===== config.mk =====
export PLATFORM = sky130hd
export DESIGN_NAME = timer_wheel_expiry_unit
export DESIGN_NICKNAME = d
export VERILOG_FILES = /design/src/hw/rtl/twe_pkg.sv /design/src/hw/rtl/twe_cell.sv /design/src/hw/rtl/timer_wheel_expiry_unit.sv
export SDC_FILE = /design/constraint.sdc
export NUM_CORES = 2
export LEC_CHECK = 0
export BUFFER_PORTS_ARGS = -buffer_cell sky130_fd_sc_hd__buf_2
export CORE_MARGIN = 2
export CORE_UTILIZATION = 50
export CTS_CLUSTER_SIZE = 16
export DETAILED_ROUTE_END_ITERATION = 7
export GPL_TIMING_DRIVEN = 1
export PLACE_DENSITY = 0.66
export SYNTH_ARGS = -nofsm -noshare
export SYNTH_HDL_FRONTEND = slang
export SYNTH_SLANG_ARGS = --single-unit

===== constraint.sdc =====
create_clock -name clk_i -period 10.2 [get_ports clk_i]
set_input_delay 2.04 -clock clk_i [delete_from_list [all_inputs] [get_ports clk_i]]
set_output_delay 2.04 -clock clk_i [all_outputs]
set_load 0.02 [all_outputs]

===== src/hw/rtl/twe_pkg.sv =====
// ----------------------------------------------------------------------------
// twe_pkg
// Shared types, codes and defaults for the timer wheel expiry unit.
// ----------------------------------------------------------------------------
package twe_pkg;

  localparam int NUM_TIMERS_DEF  = 16;
  localparam int WHEEL_SLOTS_DEF = 60;

  localparam int ID_W  = 64;
  localparam int TMO_W = 10;
  localparam int REM_W = 8;
  localparam int EV_W  = 3;

  typedef enum logic [1:0] {
    OP_TICK    = 2'd0,
    OP_ADD     = 2'd1,
    OP_REFRESH = 2'd2,
    OP_CANCEL  = 2'd3
  } opcode_e;

  typedef enum logic [EV_W-1:0] {
    EV_DONE     = 3'd0,
    EV_FIRED    = 3'd1,
    EV_CANCELED = 3'd2,
    EV_UNKNOWN  = 3'd3,
    EV_REJECTED = 3'd4
  } event_e;

  typedef struct packed {
    logic [1:0]       opcode;
    logic [ID_W-1:0]  task_id;
    logic [TMO_W-1:0] timeout_ticks;
  } in_req_t;

  typedef struct packed {
    logic [ID_W-1:0] task_id_out;
    logic [EV_W-1:0] event_res;
    logic            last;
  } out_rsp_t;

  typedef struct packed {
    logic             tick;
    logic             add;
    logic             refresh;
    logic             cancel;
    logic             take;
    logic [ID_W-1:0]  id;
    logic [REM_W-1:0] span;
  } ctrl_t;

  typedef struct packed {
    logic            free;
    logic            match;
    logic            rpt_hit;
    logic [ID_W-1:0] rpt_id;
    logic [EV_W-1:0] rpt_ev;
  } link_t;

endpackage


===== src/hw/rtl/twe_cell.sv =====
// ----------------------------------------------------------------------------
// twe_cell
// One timer slot: id, remaining count, armed distance and cancel mark, with
// free, match and report links chained to its neighbors.
// ----------------------------------------------------------------------------
module twe_cell (
  input  logic           clk_i,
  input  logic           rst_ni,
  input  twe_pkg::ctrl_t ctrl_i,
  input  twe_pkg::link_t link_i,
  output twe_pkg::link_t link_o
);

  logic                      valid_q, valid_d;
  logic                      pend_q, pend_d;
  logic [twe_pkg::ID_W-1:0]  id_q;
  logic [twe_pkg::REM_W-1:0] rem_q;
  logic [twe_pkg::REM_W-1:0] tmo_q;
  logic                      canc_q;

  logic                      match;
  logic                      grab;
  logic                      sel;
  logic                      expire;
  logic [twe_pkg::REM_W-1:0] nrem;

  assign match  = valid_q && (id_q == ctrl_i.id);
  assign grab   = ctrl_i.add && !valid_q && !link_i.free;
  assign sel    = pend_q && !link_i.rpt_hit;
  assign nrem   = (rem_q != '0) ? rem_q - twe_pkg::REM_W'(1) : '0;
  assign expire = ctrl_i.tick && valid_q && (nrem == '0);

  always_comb begin
    link_o.free  = link_i.free | !valid_q;
    link_o.match = link_i.match | match;
    if (link_i.rpt_hit) begin
      link_o.rpt_hit = 1'b1;
      link_o.rpt_id  = link_i.rpt_id;
      link_o.rpt_ev  = link_i.rpt_ev;
    end else begin
      link_o.rpt_hit = pend_q;
      link_o.rpt_id  = id_q;
      link_o.rpt_ev  = canc_q ? twe_pkg::EV_CANCELED : twe_pkg::EV_FIRED;
    end
  end

  always_comb begin
    valid_d = valid_q;
    pend_d  = pend_q;
    if (grab) begin
      valid_d = 1'b1;
    end else if (expire) begin
      valid_d = 1'b0;
      pend_d  = 1'b1;
    end
    if (ctrl_i.take && sel) begin
      pend_d = 1'b0;
    end
  end

  always_ff @(posedge clk_i or negedge rst_ni) begin
    if (!rst_ni) begin
      valid_q <= 1'b0;
      pend_q  <= 1'b0;
    end else begin
      valid_q <= valid_d;
      pend_q  <= pend_d;
    end
  end

  always_ff @(posedge clk_i) begin
    if (grab) begin
      id_q   <= ctrl_i.id;
      tmo_q  <= ctrl_i.span;
      rem_q  <= ctrl_i.span;
      canc_q <= 1'b0;
    end else begin
      if (ctrl_i.tick && valid_q) begin
        rem_q <= nrem;
      end else if (ctrl_i.refresh && match && (tmo_q > rem_q)) begin
        rem_q <= tmo_q;
      end
      if (ctrl_i.cancel && match) begin
        canc_q <= 1'b1;
      end
    end
  end

endmodule


===== src/hw/rtl/timer_wheel_expiry_unit.sv =====
// ----------------------------------------------------------------------------
// timer_wheel_expiry_unit
// Hashed timing wheel kept as a row of timer cells: add, refresh, cancel and
// tick requests, with fired and canceled expiries reported in slot order.
//
//   channel   handshake              payload
//   request   in_valid_i/in_stall_o  in_req_i  (opcode, task_id, timeout_ticks)
//   result    out_valid_o/out_stall_i out_rsp_o (task_id_out, event_res, last)
//
// A request other than a tick has its result in the output register after
// the reciprocal multiply of the distance in S_CALC and the cell row lookup
// in S_EXEC. A tick steps the row in S_EXEC instead, then gives one expiry
// result per cycle while the output register is not stalled, lowest slot
// first, and a final done result. The next request is taken once the last
// result is in the output register and the unit is back in S_IDLE. A stalled
// full output register holds the row. Reset empties every slot at once.
// ----------------------------------------------------------------------------
module timer_wheel_expiry_unit #(
  parameter int NUM_TIMERS  = twe_pkg::NUM_TIMERS_DEF,
  parameter int WHEEL_SLOTS = twe_pkg::WHEEL_SLOTS_DEF
) (
  input  logic              clk_i,
  input  logic              rst_ni,
  input  logic              in_valid_i,
  output logic              in_stall_o,
  input  twe_pkg::in_req_t  in_req_i,
  output logic              out_valid_o,
  input  logic              out_stall_i,
  output twe_pkg::out_rsp_t out_rsp_o
);

  localparam int DIV_SHIFT = 20;
  localparam int PROD_W    = twe_pkg::TMO_W + DIV_SHIFT;
  localparam int DIV_MUL   = (1 << DIV_SHIFT) / WHEEL_SLOTS + 1;
  localparam int QW_W      = twe_pkg::TMO_W + twe_pkg::REM_W;
  localparam logic [twe_pkg::REM_W-1:0] SLOTS = twe_pkg::REM_W'(WHEEL_SLOTS);

  typedef enum logic [1:0] {
    S_IDLE,
    S_CALC,
    S_EXEC,
    S_REPORT
  } state_e;

  state_e                    state_q;
  logic [1:0]                op_q;
  logic [twe_pkg::ID_W-1:0]  id_q;
  logic [twe_pkg::TMO_W-1:0] tmo_q;
  logic [twe_pkg::TMO_W-1:0] quo_q;
  logic                      out_valid_q;
  twe_pkg::out_rsp_t         out_rsp_q;

  logic [PROD_W-1:0]         prod;
  logic [QW_W-1:0]           qw;
  logic [QW_W-1:0]           rem_full;
  logic [twe_pkg::REM_W-1:0] span;
  logic                      out_free;
  logic                      out_load;
  logic                      exec_go;
  twe_pkg::ctrl_t            ctrl;
  twe_pkg::link_t            chain [NUM_TIMERS+1];

  assign prod     = PROD_W'(tmo_q) * PROD_W'(DIV_MUL);
  assign qw       = QW_W'(quo_q) * QW_W'(SLOTS);
  assign rem_full = QW_W'(tmo_q) - qw;
  assign span     = (rem_full[twe_pkg::REM_W-1:0] == '0) ? SLOTS
                                                         : rem_full[twe_pkg::REM_W-1:0];

  assign out_free = !out_valid_q || !out_stall_i;
  assign exec_go  = (state_q == S_EXEC) && out_free;
  assign out_load = out_free && (((state_q == S_EXEC) && (op_q != twe_pkg::OP_TICK)) ||
                                 (state_q == S_REPORT));

  always_comb begin
    ctrl.tick    = exec_go && (op_q == twe_pkg::OP_TICK);
    ctrl.add     = exec_go && (op_q == twe_pkg::OP_ADD) && !chain[NUM_TIMERS].match;
    ctrl.refresh = exec_go && (op_q == twe_pkg::OP_REFRESH);
    ctrl.cancel  = exec_go && (op_q == twe_pkg::OP_CANCEL);
    ctrl.take    = (state_q == S_REPORT) && out_free;
    ctrl.id      = id_q;
    ctrl.span    = span;
  end

  assign chain[0] = '0;

  for (genvar i = 0; i < NUM_TIMERS; i++) begin : g_cell
    twe_cell u_cell (
      .clk_i  (clk_i),
      .rst_ni (rst_ni),
      .ctrl_i (ctrl),
      .link_i (chain[i]),
      .link_o (chain[i+1])
    );
  end

  always_ff @(posedge clk_i or negedge rst_ni) begin
    if (!rst_ni) begin
      state_q     <= S_IDLE;
      out_valid_q <= 1'b0;
      op_q        <= '0;
      id_q        <= '0;
      tmo_q       <= '0;
      quo_q       <= '0;
      out_rsp_q   <= '0;
    end else begin
      if (out_load) begin
        out_valid_q <= 1'b1;
      end else if (!out_stall_i) begin
        out_valid_q <= 1'b0;
      end
      unique case (state_q)
        S_IDLE: begin
          if (in_valid_i) begin
            op_q    <= in_req_i.opcode;
            id_q    <= in_req_i.task_id;
            tmo_q   <= in_req_i.timeout_ticks;
            state_q <= S_CALC;
          end
        end
        S_CALC: begin
          quo_q   <= prod[PROD_W-1:DIV_SHIFT];
          state_q <= S_EXEC;
        end
        S_EXEC: begin
          if (out_free) begin
            if (op_q == twe_pkg::OP_TICK) begin
              state_q <= S_REPORT;
            end else begin
              out_rsp_q.task_id_out <= id_q;
              out_rsp_q.last        <= 1'b1;
              if (op_q == twe_pkg::OP_ADD) begin
                out_rsp_q.event_res <= (chain[NUM_TIMERS].match || !chain[NUM_TIMERS].free)
                                       ? twe_pkg::EV_REJECTED : twe_pkg::EV_DONE;
              end else begin
                out_rsp_q.event_res <= chain[NUM_TIMERS].match
                                       ? twe_pkg::EV_DONE : twe_pkg::EV_UNKNOWN;
              end
              state_q <= S_IDLE;
            end
          end
        end
        S_REPORT: begin
          if (out_free) begin
            if (chain[NUM_TIMERS].rpt_hit) begin
              out_rsp_q.task_id_out <= chain[NUM_TIMERS].rpt_id;
              out_rsp_q.event_res   <= chain[NUM_TIMERS].rpt_ev;
              out_rsp_q.last        <= 1'b0;
            end else begin
              out_rsp_q.task_id_out <= '0;
              out_rsp_q.event_res   <= twe_pkg::EV_DONE;
              out_rsp_q.last        <= 1'b1;
              state_q               <= S_IDLE;
            end
          end
        end
        default: state_q <= S_IDLE;
      endcase
    end
  end

  assign in_stall_o  = (state_q != S_IDLE);
  assign out_valid_o = out_valid_q;
  assign out_rsp_o   = out_rsp_q;

endmodule


# Word-level counts from Yosys, hierarchy flattened
# Index checks and enable logic that the tools add are counted.
[word_totals] input_bits=80 out_inout_bits=70 word_cells=730 mem_bits_ro=0 latch_bits=0 ramBits=0 mem_count=0 regBits=1480
[classes] bitwise=30 order_cmp=16 add_sub_neg=17 div_mod_pow=0 n_reduce_logical=324 eq_ne=44 n_mul=2 n_mux=192 shifts=0
[ops] op="$mux 68" n=19
[ops] op="$eq 64x64->1" n=16
[ops] op="$mux 8" n=65
[ops] op="$logic_and 1x1->1" n=167
[ops] op="$logic_not 8->1" n=17
[ops] op="$pmux 68 s2" n=1
[ops] op="$gt 8x8->1" n=16
[ops] op="$reduce_bool 8->1" n=16
[ops] op="$sub 8x1->8 const B" n=16
[ops] op="$mux 1" n=82
[ops] op="$reduce_bool 2->1" n=35
[ops] op="$logic_not 1->1" n=49
[ops] op="$reduce_bool 3->1" n=16
[ops] op="$mux 2" n=22
[ops] op="$ne 2x2->1 const B" n=21
[ops] op="$reduce_and 2->1" n=17
[ops] op="$or 1x1->1" n=30
[ops] op="$mul 10x15->25 const B" n=1
[ops] op="$eq 2x2->1 const B" n=4
[ops] op="$pmux 2 s4" n=1
[ops] op="$reduce_and 4->1" n=2
[ops] op="$sub 8x8->8" n=1
[ops] op="$mul 5x4->6 const B" n=1
[ops] op="$mux 3" n=2
[ops] op="other kinds (4)" n=8

# Depth between registers and ports, before layout
[depth] depth_word=23 depth_mapped=18 mapped_depth_nobuf=18

# By module
# Synthesis repeated with hierarchy kept, for this count alone.
[unflattened] cells_unflattened=6632 hier_area_um2=81903.6
[by_module_without_submodules] mod="twe_cell at g_cell[12].u_cell ..." seq_area_each_um2=2472.4 area_each_um2=4618.2 n_inst=12 cells_each=366
[by_module_without_submodules] mod="twe_cell at g_cell[0].u_cell ..." seq_area_each_um2=2472.4 area_each_um2=4619.4 n_inst=3 cells_each=366
[by_module_without_submodules] mod="timer_wheel_expiry_unit" seq_area_each_um2=3803.6 area_each_um2=8012.7 n_inst=1 cells_each=779
[by_module_without_submodules] mod="twe_cell at g_cell[9].u_cell" seq_area_each_um2=2472.4 area_each_um2=4614.4 n_inst=1 cells_each=363

# Least setup slack after synthesis
# OpenSTA, ideal clock, no wires.
[synth_timing] path_kind="input port to flip-flop" startpoint="in out_stall_i" endpoint="reg g_cell[0].u_cell.rem_q[4] in the netlist's numbering (data pin)" arrival_ps=6439 required_time_ps=9794 setup_ps=406 slack_ps=3355 path_buffers=2 stages=9 path_cell_list="nand2_1 > nand3b_1 > nor2_1 > nand2_1 > or2_1 > buf_2 > buf_4 > nor2_1 > mux2i_1"
[synth_between] elab_chain_cells=7 word_cells_on_any_way=10 cone_classes="mux (2); reduce/logical (8)"
[synth_lines] item="start, declared" line_no="timer_wheel_expiry_unit.sv:28" text="input logic out_stall_i,"
[synth_lines] item="$logic_not 1->1"
[synth_lines] item="$logic_or 1x1->1" line_no="timer_wheel_expiry_unit.sv:69" text="assign out_free = !out_valid_q || !out_stall_i;"
[synth_lines] item="$logic_and 1x1->1" line_no="timer_wheel_expiry_unit.sv:70" text="assign exec_go = (state_q == S_EXEC) && out_free;"
[synth_lines] item="$logic_and 1x1->1 (2 in series)" line_no="timer_wheel_expiry_unit.sv:76" text="ctrl.add = exec_go && (op_q == twe_pkg::OP_ADD) && !chain[NUM_TIMERS].match;"
[synth_lines] item="$logic_and 1x1->1" line_no="twe_cell.sv:28" text="assign grab = ctrl_i.add && !valid_q && !link_i.free;"
[synth_lines] item="net g_cell[0].u_cell.grab" line_no="twe_cell.sv:22" text="logic grab;"
[synth_lines] item="$mux 8" line_no="twe_cell.sv:72" text="if (grab) begin"
[synth_lines] item="end signal, assigned" line_no="twe_cell.sv:75" text="rem_q <= ctrl_i.span;"
[synth_lines] item="end signal, assigned" line_no="twe_cell.sv:79" text="rem_q <= nrem;"
[synth_lines] item="end signal, assigned" line_no="twe_cell.sv:81" text="rem_q <= tmo_q;"
[synth_lines] item="end, declared" line_no="twe_cell.sv:17" text="logic [twe_pkg::REM_W-1:0] rem_q;"
# The timed path passes the listed nets, and every way through them passes these cells.
# A chain may end at the register's enable or synchronous reset.

# Worst setup path after layout
[layout_timing] startpoint="reg id_q[13] in the netlist's numbering" endpoint="reg g_cell[6].u_cell.id_q[36] in the netlist's numbering (enable)"
[layout_between] elab_chain_cells=21 word_cells_on_any_way=51 cone_classes="eq/ne (16); bitwise (15); reduce/logical (20)"
[layout_lines] item="start, declared" line_no="timer_wheel_expiry_unit.sv:47" text="logic [twe_pkg::ID_W-1:0] id_q;"
[layout_lines] item="start signal, assigned" line_no="timer_wheel_expiry_unit.sv:115" text="id_q <= in_req_i.task_id;"
[layout_lines] item="$eq 64x64->1" line_no="twe_cell.sv:27" text="assign match = valid_q && (id_q == ctrl_i.id);"
[layout_lines] item="$logic_and 1x1->1" line_no="twe_cell.sv:27"
[layout_lines] item="$or 1x1->1 (14 in series)" line_no="twe_cell.sv:35" text="link_o.match = link_i.match | match;"
[layout_lines] item="$or 1x1->1 (*)" line_no="twe_cell.sv:35"
[layout_lines] item="$logic_not 1->1 (*)" line_no="timer_wheel_expiry_unit.sv:76"
[layout_lines] item="$logic_and 1x1->1 (*)" line_no="timer_wheel_expiry_unit.sv:76"
[layout_lines] item="$logic_and 1x1->1 (*) (2 in series)" line_no="twe_cell.sv:28"
[layout_lines] item="end signal, assigned" line_no="twe_cell.sv:73" text="id_q <= ctrl_i.id;"
[layout_lines] item="end, declared" line_no="twe_cell.sv:16" text="logic [twe_pkg::ID_W-1:0] id_q;"
# Mark *: on every way between the ends. The rest lies on a longest branch, timed or not.

==> impl_metrics.tcl <==
set metrics [dict create \
    layout_common_cells "edfxtp_1, nand2_1, xnor2_1" \
    r2r_start "id_q[13]$_DFFE_PN0P_" \
    initial_core_util 0.504 \
    cp_slowest_cell "nor4_1" \
    r2r_slack_ps 1790 \
    ys.flop_type "edfxtp_1" \
    ant_nets 0 \
    grt_setup_unrepaired "false" \
    critical_path.max_stage_delay_ps 980 \
    status "finished with violations" \
    finalSetupViolCount 0 \
    finalPower_uw 27100 \
    p_leak_uw 0.0294 \
    synth_edf_count 1280 \
    p_per_area_nw_per_um2 312 \
    synth.area.top_cells "edfxtp_1, xnor2_1, dfrtp_1" \
    synthDistinctLibCells 76 \
    path_max_fanout 66 \
    critPathLaunchType "register" \
    drt_iter0_markers 11076 \
    hp-class "reg2reg" \
    cts_max_level 4 \
    final_layout_size_suffix_gt1_frac 0.109 \
    synth_seq_cells 1480 \
    worstMarginPinSlew_ps 1480 \
    dp_hpwl_microns 257000 \
    cp_cell_sequence "buf_4 > inv_1 > o21ai_0 > nor4_1 > nand4_1 > nor4_1 > buf_4 > nor4_1 > nand4_1 > or2_1 > buf_4 > nor4_4 > buf_4" \
    worstPathArrival_ps 8830 \
    boundaryPins 150 \
    row_count 144 \
    ir_worst_vdd_uv 1360 \
    clk-insertion-delay-late_ps 830 \
    layout_commonest_cell "edfxtp_1" \
    p_int_uw 14600 \
    wirelength_microns 354000 \
    grt_max_degree 111 \
    crit_buf_inv 5 \
    worstHoldStart "g_cell[4].u_cell.canc_q$_SDFFE_PP0P_" \
    grt_pass1_vias 56851 \
    yosys.area.top_type "edfxtp_1" \
    finClkSkew_ps 52.1 \
    period_share 0.825 \
    cts_sinks 1480 \
    cpLargestDelayFamily "simple AND/OR/NAND/NOR gates" \
    hold_viol 0 \
    switchingPower_uw 12400 \
    vias 62071 \
    worstSetupEndpointType "register" \
    hold_buffers 0 \
    timing.max_slew.rel_slack 0.00378 \
    gr-total-overflow 0 \
    swShare 0.459 \
    final_max_slew_viol_count 0 \
    clkPwrFrac 0.235 \
    cp.required_ps 10620 \
    first_pass_iters 7 \
    wl_per_cell_microns 38.9 \
    syn_to_final_growth_pct 11.4 \
    core-area_sq_um 154000 \
    io_buffers 149 \
    fmax_mhz 119 \
    drc_errors 0 \
    via_per_inst 6.82 \
    die_h_microns 398 \
    yosysSeqAreaShare 0.558 \
    cts.path.max_buffers 3 \
    synthCells 6827 \
    critPathKind "reg2reg" \
    p_comb_frac 0.422 \
    cts_setup_buffers 0 \
    yosysTopAreaCellShare 0.494 \
    ys_warn_count 0 \
    grtUsageTotal 0.439 \
    design.die.area_sq_um 159000 \
    synth-async-reset-ratio 0.124 \
    setup_tns_ps 0 \
    avgSynthCellArea_sq_um 11.4 \
    violations "capacitance limit" \
    grt_pass1_wl_microns 477000 \
    cts_buffers 166 \
    root_buffer "clkbuf_16" \
    fin_crit_ps 8410 \
    path_clk_slew_ps 60 \
    antenna_found_initial 27 \
    place_congestion 1.10 \
    tritoncts "done" \
    maxCapViolCount 1 \
    startpoint "id_q[13]$_DFFE_PN0P_" \
    p_seq_frac 0.343 \
    fin_nets 7189 \
    cp_common_cell "buf_4" \
    syn_nets 7125 \
    die_w_microns 398 \
    cts.repair.resized 0 \
    syn_area_sq_um 77700 \
]
## worst register-to-register path: stages, from the launching register on
cell,delay (ps)
dfrtp_1,330
buf_4,460
inv_1,570
o21ai_0,740
nor4_1,190
nand4_1,240
nor4_1,160
buf_4,190
nor4_1,980
nand4_1,970
or2_1,800
buf_4,350
nor4_4,960
buf_4,950
## flip-flops by register name, indices dropped and copies added (netlist names)
| signal | flops |
|---|---|
| id_q | 64 |
| g_cell.u_cell.tmo_q | 128 |
| state_q | 2 |
| g_cell.u_cell.id_q | 1024 |
| g_cell.u_cell.pend_q | 16 |
| out_valid_o | 1 |
| g_cell.u_cell.canc_q | 16 |
| tmo_q | 10 |
| g_cell.u_cell.rem_q | 128 |
| out_rsp_o | 68 |
| g_cell.u_cell.valid_q | 16 |
| quo_q | 5 |
| op_q | 2 |
## layer usage
layer  part of all wire  global-route usage  wire, microns
met1               0.39               0.613         138000
met2               0.40               0.591         141000
met3               0.16               0.192          56800
met4              0.050               0.184          17800
met5            0.00051             0.00363            182
## per-stage QoR
step                      hold WS [ps]  area (sq um)  worst slack, ps  cells   util
after global routing               490         86600             1740   9087  0.561
after floorplan                    432         77700             3350   6827      -
after CTS                          465         86600             2320   9079  0.561
after global placement             442         80900             2360   8767  0.524
after detailed placement           458         80900             2330   8767  0.524
final                              463         86600             1790   9098  0.562
## power by group through the flow
stage	Combinational, uW	Clock [uW]	Sequential (uW)
CTS	11000	6340	9230
detailed placement	11000	0	9350
floorplan	4990	0	9010
global route	11600	6570	9290
global placement	10900	0	9330
finish	11400	6340	9280
## Yosys cell counts, types with 141 or more instances
| cell type | count |
|---|---|
| inv_1 | 306 |
| dfrtp_1 | 184 |
| nand4_1 | 180 |
| nor4_1 | 148 |
| xor2_1 | 269 |
| xnor2_1 | 541 |
| edfxtp_1 | 1280 |
| clkbuf_1 | 267 |
| nand2_1 | 574 |
| mux2i_1 | 249 |
| o221ai_1 | 141 |
| a21oi_1 | 498 |
| ha_1 | 201 |
| nor2_1 | 379 |
| o21ai_0 | 310 |
## path summary, 6_finish.rpt
kind | end | cells after the start
max | g_cell[6].u_cell.id_q[36]$_DFFE_PP_ | 13
min | g_cell[4].u_cell.canc_q$_SDFFE_PP0P_ | 2
max reg2reg | g_cell[6].u_cell.id_q[36]$_DFFE_PP_ | 13
min reg2reg | g_cell[4].u_cell.canc_q$_SDFFE_PP0P_ | 2
max in group asynchronous | id_q[48]$_DFFE_PN0P_ | 3
min in group asynchronous | id_q[22]$_DFFE_PN0P_ | 1
## logic make-up (layout without fill, tap and decap cells)
family          Yosys count  after routing  share of synthesized area
simple gates           1765           1765                      0.110
flops                  1480           1480                      0.558
compound gates         1466           1466                      0.121
xor+xnor                810            810                     0.0912
buf+inv                 753            961                     0.0391
mux                     335            335                     0.0445
fa+ha+maj               218            218                     0.0367
other cells               0             19                          0
## final cells by class
| class | count | area [sq um] |
|---|---|---|
| Timing Repair Buffer | 331 | 2160 |
| Multi-Input combinational cell | 4594 | 31500 |
| Sequential cell | 1480 | 43400 |
| Antenna cell | 19 | 47.5 |
| Inverter | 318 | 1190 |
| Clock inverter | 108 | 1220 |
| Clock buffer | 204 | 4460 |
| Fill cell | 13098 | 67600 |
| Tap cell | 2044 | 2560 |
No activity file was read; power rests on OpenSTA's default activity.
